File: src/hw/rtl/mpdb_pkg.sv
`timescale 1ns / 1ps
`default_nettype none
package mpdb_pkg;

	localparam int STRIPS_DEF = 8;
	localparam int ROWS_DEF   = 6;

	localparam int STRIP_W = 3;
	localparam int LEVEL_W = 4;
	localparam int TIME_W  = 32;
	localparam int DECAY_W = 16;
	localparam int PEAK_W  = 11;
	localparam int BAR_W   = 6;
	localparam int ROWS_W  = 4;

	localparam int Q8_SHIFT    = 8;
	localparam int LEVEL_SHIFT = 7;
	localparam int BAR_MIN_Q8  = 13;
	localparam int Q8_HALF     = 128;

	localparam logic [DECAY_W-1:0] DECAY_RST = 16'd1000;

	localparam int APB_AW = 3;
	localparam int APB_DW = 32;

	// register index, taken from paddr[2]
	localparam logic REG_DECAY = 1'b0;

	localparam logic KIND_LEVEL = 1'b0;
	localparam logic KIND_TICK  = 1'b1;

	typedef enum logic [2:0] {
		ST_IDLE,
		ST_PREP,
		ST_DIV,
		ST_WALK,
		ST_EMIT
	} mpdb_state_t;

	typedef struct packed {
		logic level_wr;
		logic capture;
		logic div_start;
		logic drop_clear;
		logic drop_load;
		logic walk;
		logic stamp_upd;
		logic emit_load;
	} mpdb_cmd_t;

	typedef struct packed {
		logic use_div;
		logic div_done;
		logic emit_hit;
		logic out_free;
	} mpdb_stat_t;

	// top-down led bar from a q8 level
	function automatic logic [BAR_W-1:0] bar_of(input logic [PEAK_W-1:0] q8,
			input logic [ROWS_W-1:0] rows);
		logic [PEAK_W:0] sum;
		logic [ROWS_W-1:0] n;
		logic [7:0] lit;
		sum = {1'b0, q8} + (PEAK_W+1)'(Q8_HALF);
		n = ROWS_W'(sum >> Q8_SHIFT);
		if (n == '0)
			n = ROWS_W'(1);
		if (n > rows)
			n = rows;
		for (int j = 0; j < 8; j++)
			lit[j] = (ROWS_W'(j) < rows) && ((ROWS_W'(j) + n) >= rows);
		if (q8 < PEAK_W'(BAR_MIN_Q8))
			lit = '0;
		return lit[BAR_W-1:0];
	endfunction

endpackage
`default_nettype wire

File: src/hw/rtl/mpdb_div.sv
`timescale 1ns / 1ps
`default_nettype none
module mpdb_div import mpdb_pkg::*; (
	input  wire logic               clk,
	input  wire logic               arst_n,
	input  wire logic               start,
	input  wire logic [TIME_W-1:0]  dividend,
	input  wire logic [DECAY_W-1:0] divisor,
	output logic                    done,
	output logic [TIME_W-1:0]       quotient
);

	localparam int CNT_W = $clog2(TIME_W);
	localparam logic [CNT_W-1:0] CNT_LAST = CNT_W'(TIME_W - 1);

	logic               busy_q;
	logic               done_q;
	logic [CNT_W-1:0]   cnt_q;
	logic [TIME_W-1:0]  quo_q;
	logic [DECAY_W-1:0] rem_q;
	logic [DECAY_W-1:0] dsr_q;

	logic [DECAY_W:0] trial;
	logic [DECAY_W:0] diff;
	logic             ge;

	// restoring division, one quotient bit per cycle
	always_comb begin
		trial = {rem_q, quo_q[TIME_W-1]};
		diff  = trial - {1'b0, dsr_q};
		ge    = trial >= {1'b0, dsr_q};
	end

	always_ff @(posedge clk or negedge arst_n) begin
		if (!arst_n) begin
			busy_q <= 1'b0;
			done_q <= 1'b0;
			cnt_q  <= '0;
		end else begin
			done_q <= busy_q && (cnt_q == CNT_LAST);
			if (start) begin
				busy_q <= 1'b1;
				cnt_q  <= '0;
			end else if (busy_q) begin
				cnt_q <= cnt_q + CNT_W'(1);
				if (cnt_q == CNT_LAST)
					busy_q <= 1'b0;
			end
		end
	end

	always_ff @(posedge clk) begin
		if (start) begin
			quo_q <= dividend;
			rem_q <= '0;
			dsr_q <= divisor;
		end else if (busy_q) begin
			rem_q <= ge ? diff[DECAY_W-1:0] : trial[DECAY_W-1:0];
			quo_q <= {quo_q[TIME_W-2:0], ge};
		end
	end

	assign done     = done_q;
	assign quotient = quo_q;

	a_start_busy: assert property (@(posedge clk) disable iff (!arst_n)
		start |=> busy_q && (cnt_q == '0))
		else $error("divider did not start");

	a_done_idle: assert property (@(posedge clk) disable iff (!arst_n)
		done_q |-> !busy_q)
		else $error("divider done while busy");

	a_finish: assert property (@(posedge clk) disable iff (!arst_n)
		busy_q && (cnt_q == CNT_LAST) |=> done_q && !busy_q)
		else $error("divider missed its last step");

endmodule
`default_nettype wire

File: src/hw/rtl/mpdb_dp.sv
`timescale 1ns / 1ps
`default_nettype none
module mpdb_dp import mpdb_pkg::*; #(
	parameter int STRIPS = STRIPS_DEF,
	parameter int ROWS   = ROWS_DEF,
	localparam int IW    = (STRIPS > 1) ? $clog2(STRIPS) : 1
) (
	input  wire logic               clk,
	input  wire logic               arst_n,
	input  wire mpdb_cmd_t          cmd,
	input  wire logic [IW-1:0]      idx,
	output mpdb_stat_t              stat,
	input  wire logic [STRIP_W-1:0] strip,
	input  wire logic [LEVEL_W-1:0] level,
	input  wire logic [TIME_W-1:0]  now_ms,
	input  wire logic [DECAY_W-1:0] decay_ms,
	input  wire logic               out_ready,
	output logic                    out_valid,
	output logic [STRIP_W-1:0]      out_strip,
	output logic [BAR_W-1:0]        bar_bits,
	output logic                    last
);

	localparam int FULL_W = PEAK_W + 1;
	localparam logic [FULL_W-1:0] FULL_Q8 = FULL_W'(ROWS) << Q8_SHIFT;
	localparam logic [TIME_W-1:0] FULL_T  = TIME_W'(ROWS) << Q8_SHIFT;

	logic [PEAK_W-1:0]  peak_q [STRIPS];
	logic [BAR_W-1:0]   shown_q [STRIPS];
	logic [STRIPS-1:0]  sent_q;
	logic [STRIPS-1:0]  emit_q;
	logic [TIME_W-1:0]  stamp_q;
	logic               stamp_valid_q;
	logic [TIME_W-1:0]  now_q;
	logic [TIME_W-1:0]  drop_q;
	logic               out_valid_q;
	logic [STRIP_W-1:0] out_strip_q;
	logic [BAR_W-1:0]   bar_q;
	logic               last_q;

	logic [IW-1:0]      pidx;
	logic [PEAK_W-1:0]  cur_rd;
	logic               strip_ok;
	logic [FULL_W-1:0]  q8_in;
	logic [FULL_W-1:0]  q8_cap;
	logic [PEAK_W-1:0]  held;
	logic [PEAK_W-1:0]  lvl_new;
	logic [TIME_W-1:0]  num;
	logic               sat;
	logic [PEAK_W-1:0]  dec;
	logic [BAR_W-1:0]   bits;
	logic               hit;
	logic               is_last;
	logic               div_done;
	logic [TIME_W-1:0]  quotient;

	// one read port into the peak store
	assign pidx   = cmd.walk ? idx : strip[IW-1:0];
	assign cur_rd = peak_q[pidx];

	always_comb begin
		strip_ok = {1'b0, strip} < (STRIP_W+1)'(STRIPS);
		q8_in    = FULL_W'(level) << LEVEL_SHIFT;
		q8_cap   = (q8_in > FULL_Q8) ? FULL_Q8 : q8_in;
		// with decay off the strip follows the host
		held     = (decay_ms != '0) ? cur_rd : '0;
		lvl_new  = (q8_cap > {1'b0, held}) ? q8_cap[PEAK_W-1:0] : held;
	end

	// elapsed time times full scale, wrapped to 32 bits
	assign num = (now_q - stamp_q) * FULL_T;

	always_comb begin
		sat  = (|drop_q[TIME_W-1:PEAK_W]) || (drop_q[PEAK_W-1:0] >= cur_rd);
		dec  = sat ? '0 : cur_rd - drop_q[PEAK_W-1:0];
		bits = bar_of(dec, ROWS_W'(ROWS));
		hit  = !sent_q[idx] || (bits != shown_q[idx]);
	end

	always_comb begin
		is_last = 1'b1;
		for (int j = 0; j < STRIPS; j++)
			if ((IW'(j) > idx) && emit_q[j])
				is_last = 1'b0;
	end

	mpdb_div u_div (
		.clk      (clk),
		.arst_n   (arst_n),
		.start    (cmd.div_start),
		.dividend (num),
		.divisor  (decay_ms),
		.done     (div_done),
		.quotient (quotient)
	);

	always_ff @(posedge clk or negedge arst_n) begin
		if (!arst_n) begin
			for (int i = 0; i < STRIPS; i++) begin
				peak_q[i]  <= '0;
				shown_q[i] <= '0;
			end
			sent_q        <= '0;
			emit_q        <= '0;
			stamp_q       <= '0;
			stamp_valid_q <= 1'b0;
			out_valid_q   <= 1'b0;
		end else begin
			if (cmd.level_wr && strip_ok)
				peak_q[pidx] <= lvl_new;
			if (cmd.walk) begin
				peak_q[pidx] <= dec;
				emit_q[idx]  <= hit;
				if (hit) begin
					shown_q[idx] <= bits;
					sent_q[idx]  <= 1'b1;
				end
			end
			if (cmd.stamp_upd) begin
				stamp_q       <= now_q;
				stamp_valid_q <= 1'b1;
			end
			if (cmd.emit_load)
				out_valid_q <= 1'b1;
			else if (out_ready)
				out_valid_q <= 1'b0;
		end
	end

	always_ff @(posedge clk) begin
		if (cmd.capture)
			now_q <= now_ms;
		if (cmd.drop_clear)
			drop_q <= '0;
		else if (cmd.drop_load)
			drop_q <= quotient;
		if (cmd.emit_load) begin
			out_strip_q <= STRIP_W'(idx);
			bar_q       <= shown_q[idx];
			last_q      <= is_last;
		end
	end

	always_comb begin
		stat.use_div  = (decay_ms != '0) && stamp_valid_q;
		stat.div_done = div_done;
		stat.emit_hit = emit_q[idx];
		stat.out_free = !out_valid_q || out_ready;
	end

	assign out_valid = out_valid_q;
	assign out_strip = out_strip_q;
	assign bar_bits  = bar_q;
	assign last      = last_q;

endmodule
`default_nettype wire

File: src/hw/rtl/mpdb_ctrl.sv
`timescale 1ns / 1ps
`default_nettype none
module mpdb_ctrl import mpdb_pkg::*; #(
	parameter int STRIPS = STRIPS_DEF,
	localparam int IW    = (STRIPS > 1) ? $clog2(STRIPS) : 1
) (
	input  wire logic       clk,
	input  wire logic       arst_n,
	input  wire logic       in_valid,
	input  wire logic       kind,
	output logic            in_ready,
	input  wire mpdb_stat_t stat,
	output mpdb_cmd_t       cmd,
	output logic [IW-1:0]   idx
);

	localparam logic [IW-1:0] IDX_LAST = IW'(STRIPS - 1);

	mpdb_state_t   state_q;
	mpdb_state_t   state_d;
	logic [IW-1:0] idx_q;
	logic          idx_last;
	logic          idx_inc;
	logic          idx_clr;
	logic          advance;

	assign idx_last = (idx_q == IDX_LAST);
	assign advance  = !stat.emit_hit || stat.out_free;

	always_comb begin
		state_d = state_q;
		unique case (state_q)
			ST_IDLE: begin
				if (in_valid && (kind == KIND_TICK))
					state_d = ST_PREP;
			end
			ST_PREP: begin
				state_d = stat.use_div ? ST_DIV : ST_WALK;
			end
			ST_DIV: begin
				if (stat.div_done)
					state_d = ST_WALK;
			end
			ST_WALK: begin
				if (idx_last)
					state_d = ST_EMIT;
			end
			ST_EMIT: begin
				if (advance && idx_last)
					state_d = ST_IDLE;
			end
			default: state_d = ST_IDLE;
		endcase
	end

	always_comb begin
		cmd      = '0;
		in_ready = 1'b0;
		idx_inc  = 1'b0;
		idx_clr  = 1'b0;
		unique case (state_q)
			ST_IDLE: begin
				in_ready     = 1'b1;
				idx_clr      = 1'b1;
				cmd.level_wr = in_valid && (kind == KIND_LEVEL);
				cmd.capture  = in_valid && (kind == KIND_TICK);
			end
			ST_PREP: begin
				cmd.div_start  = stat.use_div;
				cmd.drop_clear = !stat.use_div;
			end
			ST_DIV: begin
				cmd.drop_load = stat.div_done;
			end
			ST_WALK: begin
				cmd.walk      = 1'b1;
				cmd.stamp_upd = idx_last;
				idx_inc       = !idx_last;
				idx_clr       = idx_last;
			end
			ST_EMIT: begin
				// hold the strip until the output register frees up
				cmd.emit_load = stat.emit_hit && stat.out_free;
				idx_inc       = advance && !idx_last;
				idx_clr       = advance && idx_last;
			end
			default: begin
				idx_clr = 1'b1;
			end
		endcase
	end

	always_ff @(posedge clk or negedge arst_n) begin
		if (!arst_n) begin
			state_q <= ST_IDLE;
			idx_q   <= '0;
		end else begin
			state_q <= state_d;
			if (idx_clr)
				idx_q <= '0;
			else if (idx_inc)
				idx_q <= idx_q + IW'(1);
		end
	end

	assign idx = idx_q;

	a_walk_end: assert property (@(posedge clk) disable iff (!arst_n)
		(state_q == ST_WALK) && idx_last |=> (state_q == ST_EMIT) && (idx_q == '0))
		else $error("walk did not hand over to emit");

	a_capture: assert property (@(posedge clk) disable iff (!arst_n)
		cmd.capture |=> (state_q == ST_PREP))
		else $error("tick item not taken into prep");

	a_stall: assert property (@(posedge clk) disable iff (!arst_n)
		(state_q == ST_EMIT) && stat.emit_hit && !stat.out_free
		|=> (state_q == ST_EMIT) && $stable(idx_q))
		else $error("pending strip skipped under stall");

endmodule
`default_nettype wire

File: src/hw/rtl/meter_peak_decay_ballistics_top.sv
`timescale 1ns / 1ps
`default_nettype none
// Peak meter with linear decay for up to eight strips. A level item (kind 0)
// updates one strip's held peak in the cycle it is accepted and gives no
// result. A tick item (kind 1) decays every strip by elapsed time times full
// scale over decay_ms, then sends one item per strip whose LED bar changed
// or was never sent, with last set on the final one. One 32-step restoring
// divider computes the common drop (skipped on the first tick after reset or
// with decay off), then the strips are updated one by one in a walk pass and
// sent in an emit pass, which holds on a strip while the output is held off.
// decay_ms sits at byte address 0 of the APB port and resets to 1000.
module meter_peak_decay_ballistics_top import mpdb_pkg::*; #(
	parameter int STRIPS = STRIPS_DEF,
	parameter int ROWS   = ROWS_DEF
) (
	input  wire logic               clk,
	input  wire logic               arst_n,
	input  wire logic               psel,
	input  wire logic               penable,
	input  wire logic               pwrite,
	input  wire logic [APB_AW-1:0]  paddr,
	input  wire logic [APB_DW-1:0]  pwdata,
	output logic [APB_DW-1:0]       prdata,
	output logic                    pready,
	input  wire logic               in_valid,
	output logic                    in_ready,
	input  wire logic               kind,
	input  wire logic [STRIP_W-1:0] strip,
	input  wire logic [LEVEL_W-1:0] level,
	input  wire logic [TIME_W-1:0]  now_ms,
	output logic                    out_valid,
	input  wire logic               out_ready,
	output logic [STRIP_W-1:0]      out_strip,
	output logic [BAR_W-1:0]        bar_bits,
	output logic                    last
);

	localparam int IW = (STRIPS > 1) ? $clog2(STRIPS) : 1;

	logic [DECAY_W-1:0] decay_q;
	mpdb_cmd_t          cmd;
	mpdb_stat_t         stat;
	logic [IW-1:0]      idx;

	assign pready = 1'b1;

	always_ff @(posedge clk or negedge arst_n) begin
		if (!arst_n) begin
			decay_q <= DECAY_RST;
		end else if (psel && penable && pwrite && (paddr[2] == REG_DECAY)) begin
			decay_q <= pwdata[DECAY_W-1:0];
		end
	end

	always_comb begin
		prdata = '0;
		if (paddr[2] == REG_DECAY)
			prdata = APB_DW'(decay_q);
	end

	mpdb_ctrl #(
		.STRIPS (STRIPS)
	) u_ctrl (
		.clk      (clk),
		.arst_n   (arst_n),
		.in_valid (in_valid),
		.kind     (kind),
		.in_ready (in_ready),
		.stat     (stat),
		.cmd      (cmd),
		.idx      (idx)
	);

	mpdb_dp #(
		.STRIPS (STRIPS),
		.ROWS   (ROWS)
	) u_dp (
		.clk       (clk),
		.arst_n    (arst_n),
		.cmd       (cmd),
		.idx       (idx),
		.stat      (stat),
		.strip     (strip),
		.level     (level),
		.now_ms    (now_ms),
		.decay_ms  (decay_q),
		.out_ready (out_ready),
		.out_valid (out_valid),
		.out_strip (out_strip),
		.bar_bits  (bar_bits),
		.last      (last)
	);

endmodule
`default_nettype wire
File: config.mk
export PLATFORM = sky130hd
export DESIGN_NAME = meter_peak_decay_ballistics_top
export DESIGN_NICKNAME = d
export VERILOG_FILES = /design/src/hw/rtl/mpdb_pkg.sv /design/src/hw/rtl/mpdb_div.sv /design/src/hw/rtl/mpdb_dp.sv /design/src/hw/rtl/mpdb_ctrl.sv /design/src/hw/rtl/meter_peak_decay_ballistics_top.sv
export SDC_FILE = /design/constraint.sdc
export NUM_CORES = 1
export LEC_CHECK = 0
export BUFFER_PORTS_ARGS = -buffer_cell sky130_fd_sc_hd__clkbuf_2
export CORE_ASPECT_RATIO = 0.8
export CORE_UTILIZATION = 65
export CTS_CLUSTER_DIAMETER = 100
export DETAILED_ROUTE_END_ITERATION = 12
export PLACE_DENSITY = 0.91
export SLEW_MARGIN = 20
export SYNTH_ARGS = -nofsm -noshare
export SYNTH_HDL_FRONTEND = slang
export SYNTH_SLANG_ARGS = --single-unit
File: constraint.sdc
create_clock -name clk -period 19.3 [get_ports clk]
set_input_delay 0.965 -clock clk [delete_from_list [all_inputs] [get_ports clk]]
set_output_delay 0.965 -clock clk [all_outputs]
set_load 0.005 [all_outputs]
==> results of run 1 <==
-- worst max-delay path, cell delays in order, from the launching register on --
cell and delay [ns]:
dfrtp_1 0.54, nand3b_1 0.47, mux2_2 0.86, mux2i_1 0.27, mux2i_1 0.09, mux2i_1 0.56, inv_1 0.11, ha_1 0.44
nand4_1 0.22, a211oi_1 0.76, nor4_1 0.18, nor2_1 0.35, nand2_1 0.37, inv_1 0.14, ha_1 0.38, inv_1 0.19
o21ai_0 0.18, o21ai_0 0.10, a21oi_1 0.28, inv_1 0.14, ha_1 0.24, or4_1 0.56, a21oi_2 0.31, nor4b_1 0.15
a221oi_4 0.91, o21ai_1 0.58, o2bb2ai_1 0.31
-- per-layer routing --
metal	share of wire	global-route usage	up-vias
li1	-	-	7511
met1	0.41	0.4618	7977
met2	0.44	0.5351	973
met3	0.11	0.08712	165
met4	0.032	0.1247	0
met5	0	0	-
-- worst paths after layout --
kind | startpoint | to | slack [ns] | cells past startpoint
setup / recovery | u_ctrl.state_q[2] | u_dp.shown_q[25] | 9.43 | 26
hold / removal | u_dp.drop_q[10] | u_dp.drop_q[10] | 0.46 | 2
setup reg to reg | u_ctrl.state_q[2] | u_dp.shown_q[25] | 9.43 | 26
hold reg to reg | u_dp.drop_q[10] | u_dp.drop_q[10] | 0.46 | 2
max in group asynchronous | arst_n | u_dp.shown_q[14] | 17.53 | 2
min in group asynchronous | arst_n | decay_q[4] | 0.48 | 1
-- metrics by stage --
stage | cell area, µm² | instances | setup slack [ns] | util | hold slack [ns]
after floorplan | 19250 | 2079 | 12.02 | - | 0.4308
after global placement | 19820 | 2433 | 10.27 | 0.6924 | 0.4427
after detailed placement | 19820 | 2433 | 9.952 | 0.6924 | 0.4465
after CTS | 21040 | 2495 | 9.876 | 0.7351 | 0.4537
after global routing | 21060 | 2495 | 9.219 | 0.7357 | 0.4727
final | 21060 | 2495 | 9.427 | 0.7357 | 0.4566
-- area by class of cell --
cell class | instances | area [µm²] | share of cell area
clock buffer | 44 | 960.9 | 0.04562
sequential | 335 | 8467 | 0.4020
inverter | 105 | 394.1 | 0.01871
multi-input combinational | 1521 | 9941 | 0.4720
tap | 370 | 462.9 | 0.02198
clock inverter | 18 | 261.5 | 0.01242
timing repair buffer | 102 | 574.3 | 0.02727
-- sequential cells by signal, summed over array words and instances (netlist names), 3 cells and up, named ones only --
signal / cells
u_dp.emit_q: 8
u_dp.drop_q: 32
u_dp.u_div.quotient: 32
u_ctrl.state_q: 3
u_dp.u_div.dsr_q: 16
u_dp.stamp_q: 23
decay_q: 16
u_dp.sent_q: 8
u_dp.bar_bits: 6
u_dp.shown_q: 48
u_dp.peak_q: 80
u_dp.u_div.cnt_q: 5
u_dp.now_q: 23
u_dp.u_div.rem_q: 16
u_dp.out_strip: 3
u_ctrl.idx: 3
-- cells in the final DEF, fill, tap and decap left out, drive strengths merged, types with 12 or more instances in the layout --
cell type,Yosys,routed
mux2,46,46
xnor2,33,33
nor2,191,191
nor2b,28,28
xor2,17,17
nor3,43,43
a21o,20,20
nand4,17,17
and3,19,19
o22ai,15,15
nand2,232,232
edfxtp,72,72
dfrtp,200,200
a211oi,22,22
nand3,57,57
mux2i,68,68
clkbuf,87,125
dfxtp,57,57
nor4,14,14
nand2b,26,26
o21ai,118,118
ha,87,87
or2,12,12
a221oi,17,17
a31oi,39,39
a21oi,167,167
o2bb2ai,53,53
buf,31,21
a22oi,22,22
clkinv,0,12
inv,105,105
conb,2,17
-- cells by family (layout without fill, tap and decap cells) --
family / Yosys count / after routing / share of synthesized area
flops: 335 / 335 / 0.4410
compound gates: 567 / 567 / 0.1964
buf+inv: 223 / 269 / 0.04784
simple gates: 676 / 676 / 0.1612
fa+ha+maj: 91 / 91 / 0.06087
mux: 120 / 120 / 0.06948
xor+xnor: 50 / 50 / 0.02281
other cells: 2 / 17 / 0.0003912
==> metrics list, run 1 <==
* Synth top cells by count: 232 x nand2_1, 200 x dfrtp_1, 191 x nor2_1, 166 x a21oi_1, 108 x o21ai_0
- Slew Limit Headroom: 0.1931
- TritonCTS built the clock tree.
- After synthesis the netlist holds a flip-flop and latch count of approximately 340.
* Number of global-route vias before repair: ~16000
- Die width: ~190 µm
- Clock-pin slew was measured on the worst setup and hold paths at roughly 0.070 ns.
* Number of nets in the finished design: approximately 2300
- Relative to the synthesized area, the layout overhead comes to 9.711%.
- Post-CTS repair changed the size of 0 cells.
- Post-synthesis async set-or-reset flop share: 0.6149
- Wires add up to approximately 52 mm.
* Total via count in the routed design: between 15000 and 20000
- about 130 I/O pins were placed.
- Input and output buffers added on the ports amount to a little over 80.
- Area enclosed by the die boundary: ~30000 µm²
- Setup repair after global routing left no endpoint under its margin.
- Avg Synthesized Cell Area: just over 9 µm²
- Number of levels the H-tree was split into: 2
- Clock insertion delay at the later pin of the skew report: between 0.5 and 0.6 ns
- Hold-fix buffers, CTS: 0
- The total overflow left after global routing is 0.
* Count of endpoints failing setup in the final report: 0
- Max-capacitance violation count: 0
* Detailed-route vias per instance: 6.664
- Derived from the worst setup path, the maximum achievable clock frequency is just over 0.1 GHz.
* Cts bufs inserted: 34
- Proportion of synthesized chip area in sequential cells: 0.4410
- Of the cells placed in the final design, the portion with a size suffix greater than 1 is 0.1247.
* Kind of launch point of the worst setup path: register
- Remaining number of nets flagged by the antenna check after routing: 0
- Counting the fill cells in the layout gives roughly 1900.
* Endpoint required time on the critical path: 19.69 ns
- The final count of hold timing violations is 0.
* Worst Path Class, Setup: register to register
- Dividing the detail-routed wire length by the instance count gives between 20 and 25 µm.
* Number of remaining DRC errors: 0
- The repair_antennas step left the layout with diodes totalling 0.
- TNS Setup: 0 ns
- Detailed placement finished with a half-perimeter wire length of 33.81 mm.
* Std-Cell Core Area: 28630 µm²
- Synthesis instantiated just under 90 different standard cells from the library.
- Entering global routing, the biggest net connects roughly 130 pins.
- Post-CTS setup-driven buffer insertion count: 0
- Summing every instance area after synthesis gives ~19000 µm².
- Across every metal layer, demand over resource in global routing totals 0.3417.
- nand2_1 is the most common cell in the netlist.
- Crit path capture type: register
- The first global-routing pass estimated ~83 mm of wire.
- Master cell of the clock root buffer: clkbuf_16
- Counting along the longest clock path gives a buffer depth of 3.
- Of the available clock period, the critical path in the final layout requires 0.5116.
- Subtracting the final worst setup slack from the clock period gives around 10 ns.
* Placer Congestion: 0.9336
- Worst Max-Slew Pin Slew: ~1.2 ns
* EDFF count, synth: just over 70
- Height of the chip: approximately 160 µm
- TritonRoute pass-1 iters: 7
- Leading post-synthesis cells by cell area: dfrtp_1 26%, edfxtp_1 11%, dfxtp_1 5.9%
* Maximum fanout encountered on the critical timing path: 25
- The number of max-slew violations in the final report was 0.
- FP Rows: 55
- Hold Crit Class: register to register
- After technology mapping, the gate count stands at between 2000 and 2500.
* Antenna violations before repair: 0
* Yosys warnings: 0
- Data on the critical path arrives at its endpoint at a little over 10 ns.
* Initial drt markers: between 1500 and 2000
- Prevailing post-synth register cell: dfrtp_1
- The largest total area in the synthesized netlist belongs to dfrtp_1.
- Initial Util: 0.6706
* Result of the run: complete, no violations
* Largest clock skew in the final design: about 0.029 ns
- Of the post-synthesis cell area, the dominant cell type holds 0.2607.
- Sinks on Clock Net: ~340
Power of run 1 is left out: the tool's default activity adds up to more than one toggle a clock period on the data nets, which glitch-free logic cannot reach.
==> inputs of run 2 (changes only) <==
- CORE_UTILIZATION: 65 -> 62
- PLACE_DENSITY: 0.91 -> 0.87
- clock period: 19.3 -> 10.11 ns (I/O delays scaled with it)
==> metrics list, run 2 (synthesis results as in run 1) <==
* Ratio of final minimum period to clock period: 0.9159 (+0.4044)
- TritonRoute pass-1 iters: 6 (-1)
- Hold violation total from the final report: 0 (unchanged)
* Master cell of the clock root buffer: clkbuf_16
- First-pass GRT wire length: 81.56 mm (-1.8%)
* Area growth from synthesis to layout: 9.796% (about the same)
- The top-level port count is 127 (unchanged).
- The detailed-route DRC error count came to 0 (unchanged).
* Maximum operating frequency: 0.1080 GHz (+6.6%)
* Launch instance of the worst register-to-register path: u_ctrl.state_q[2]
* Placer Congestion: 0.9854 (+5.5%)
* Count of endpoints failing setup in the final report: 0 (unchanged)
- The area of the die came to 31680 µm² (+4.8%).
- Slew Limit Headroom: 0.1705 (-0.02254)
- FP Rows: 57 (+3.6%)
* Crit path arrival time: 9.65 ns (-0.62 ns)
* Worst Reg-to-Reg Cells: 27 (+3.8%)
- Max-capacitance violation count: 0 (unchanged)
* Std-Cell Core Area: 30380 µm² (+6.1%)
- The endpoint identified for the worst register-to-register timing path is u_dp.shown_q[12].
- The total routing resource utilization after global routing is 0.3222 (-0.01944).
- The final antenna diode count came to 0 (unchanged).
* Antenna violations before repair: 0 (unchanged)
- The combined buffer and inverter count along the critical path is 5 (+1).
- Clock Pin Slew Worst Setup and Hold Paths: 0.06 ns (about the same)
* Area occupied by multi-input gates: 9936 µm² (about the same)
- The maximum number of pins on one net before global-route repair came to 80 (-38%).
* Clock tree from TritonCTS: done
- The via count of the first global-routing pass came to 15940 (-1.5%).
- Result of the run: complete, no violations
- The CTS buffer count is 35 (+2.9%).
* Clock insertion delay at the later pin of the skew report: 0.55 ns (about the same)
- Post-Route Hold Slack: 0.01974 ns (-0.4369 ns)
- Min Tclk post-route: 9.260 ns (-0.6129 ns)
- In this run the worst hold path is classified as primary input to async pin.
* Total Routed Length: 50.73 mm (-1.8%)
- Initial Util: 0.6319 (-0.03872)
* Number of nets in the finished design: 2274 (+0.088%)
* Crit-path slowest cell: a221oi_4
- The vertical extent of the die was 159.4 µm (+2.4%).
- Total via count in the routed design: 16510 (-0.67%)
- The worst setup path is captured at a register.
- The largest registers in the layout are u_dp.peak_q x80, u_dp.shown_q x48.
- The area taken by flip-flops and latches is 8467 µm² (unchanged).
- Setup repair after global routing left no endpoint under its margin.
- Crit-path leading delay family: compound AO/OA/AOI/OAI gates
* WL per Instance: 19.97 µm (-3.5%)
- The most critical setup path has its startpoint at u_ctrl.state_q[2].
- TNS Setup: 0 ns (unchanged)
* Sinks on Clock Net: 335 (unchanged)
- Half-perimeter wire length of the detailed placement result: 34.03 mm (+0.65%)
* Register with the most flip-flops: u_dp.peak_q
* End point of the critical path: u_dp.shown_q[12]
- Endpoint required time on the critical path: 10.50 ns (-9.19 ns)
- Proportion of layout cells with a drive suffix above 1: 0.1236 (-0.001058)
* Number of flip-flops under the largest register name: 80 (unchanged)
- Die width: 198.7 µm (+2.4%)
- The fill cell instance count of the final layout came to 2287 (+18%).
* Setup slack of the worst register-to-register path: 0.85 ns (-8.58 ns)
- Worst Max-Slew Pin Slew: 1.241 ns (+0.03478 ns)
- Number of levels the H-tree was split into: 2 (unchanged)
- Maximum clock insertion buffer count: 3 (unchanged)
- The post-cts gate resize count was 0 (unchanged).
- Delay of the slowest critical-path stage: 0.72 ns (-0.19 ns)
- Final-report max-slew violation count: 0 (unchanged)
* Number of I/O port buffers: 82 (unchanged)
* Most frequent standard cell in the layout excluding fill and tap cells: nand2_1
- Critical path depth in cells: 27 (+3.8%)
- The residual antenna-violating net count after detailed routing is 0 (unchanged).
* Maximum fanout encountered on the critical timing path: 25 (unchanged)
* Kind of launch point of the worst setup path: register
- Hold-fix buffers, CTS: 0 (unchanged)
- The library cells used most frequently in the layout, excluding fill and tap cells, are 231 x nand2_1, 199 x dfrtp_1, 191 x nor2_1.
* Aggregate global routing overflow: 0 (unchanged)
* Post-CTS setup-driven buffer insertion count: 0 (unchanged)
- The worst setup skew after layout came to 0.03102 ns (+0.002278 ns).
* Detailed-route vias per instance: 6.502 (-2.4%)
- Most prevalent standard cell on the critical path: inv_1
- The critical path is of the register to register type.
- The DRC marker count from the first detailed-route iteration was 1911 (+6.6%).
run 2: area by class of cell:
class	instances	area share
sequential	335	0.4017
clock inverter	16	0.009735
timing repair buffer	103	0.02737
tap	413	0.02452
multi-input combinational	1521	0.4714
clock buffer	47	0.04660
inverter	105	0.01870
run 2: layer usage:
layer  GRT usage  routed length, µm
met4      0.1056               1213
met2      0.4955              22970
met5           0                  0
met3     0.07371               5075
met1      0.4513              21470
run 2: worst min-delay path by stage:
stage / slack (ns) / to / from / cells after the start
detailed placement: 0.45 / u_dp.drop_q[19] / u_dp.drop_q[19] / 2
global route: 0.08 / decay_q[2] / arst_n / 1
CTS: 0.05 / u_dp.stamp_q[22] / arst_n / 1
finish: 0.02 / decay_q[2] / arst_n / 1
floorplan: 0.21 / async pin / arst_n / 0
global placement: 0.44 / u_dp.drop_q[22] / u_dp.drop_q[22] / 2
run 2: stage by stage:
stage,utilization,instances,setup WS [ns],instance area [µm²]
2_1_floorplan,-,2079,2.915,19250
5_1_grt,0.6938,2540,0.3344,21080
3_3_place_gp,0.6542,2477,1.536,19880
3_5_place_dp,0.6543,2477,1.279,19880
6_report,0.6938,2540,0.8499,21080
4_1_cts,0.6934,2540,1.227,21070
run 2: worst reg2reg max path, stage by stage, from the launching register on:
cell and delay (ns):
dfrtp_1 0.55, nand3b_1 0.55, a21oi_2 0.57, buf_4 0.42, nor3_1 0.10, o21ai_0 0.35
o2111ai_1 0.33, inv_1 0.17, ha_1 0.29, nand4_1 0.21, a211oi_1 0.66, nor4_1 0.19
nor2_1 0.31, nand2_1 0.32, inv_1 0.13, ha_1 0.37, inv_1 0.19, o21ai_0 0.18
o21ai_0 0.11, a21oi_1 0.26, inv_1 0.13, ha_1 0.23, or4_1 0.54, a21oi_2 0.30
nor4b_1 0.14, a221oi_4 0.72, o21ai_1 0.48, o2bb2ai_1 0.29
Power of run 2 is left out for the same reason.
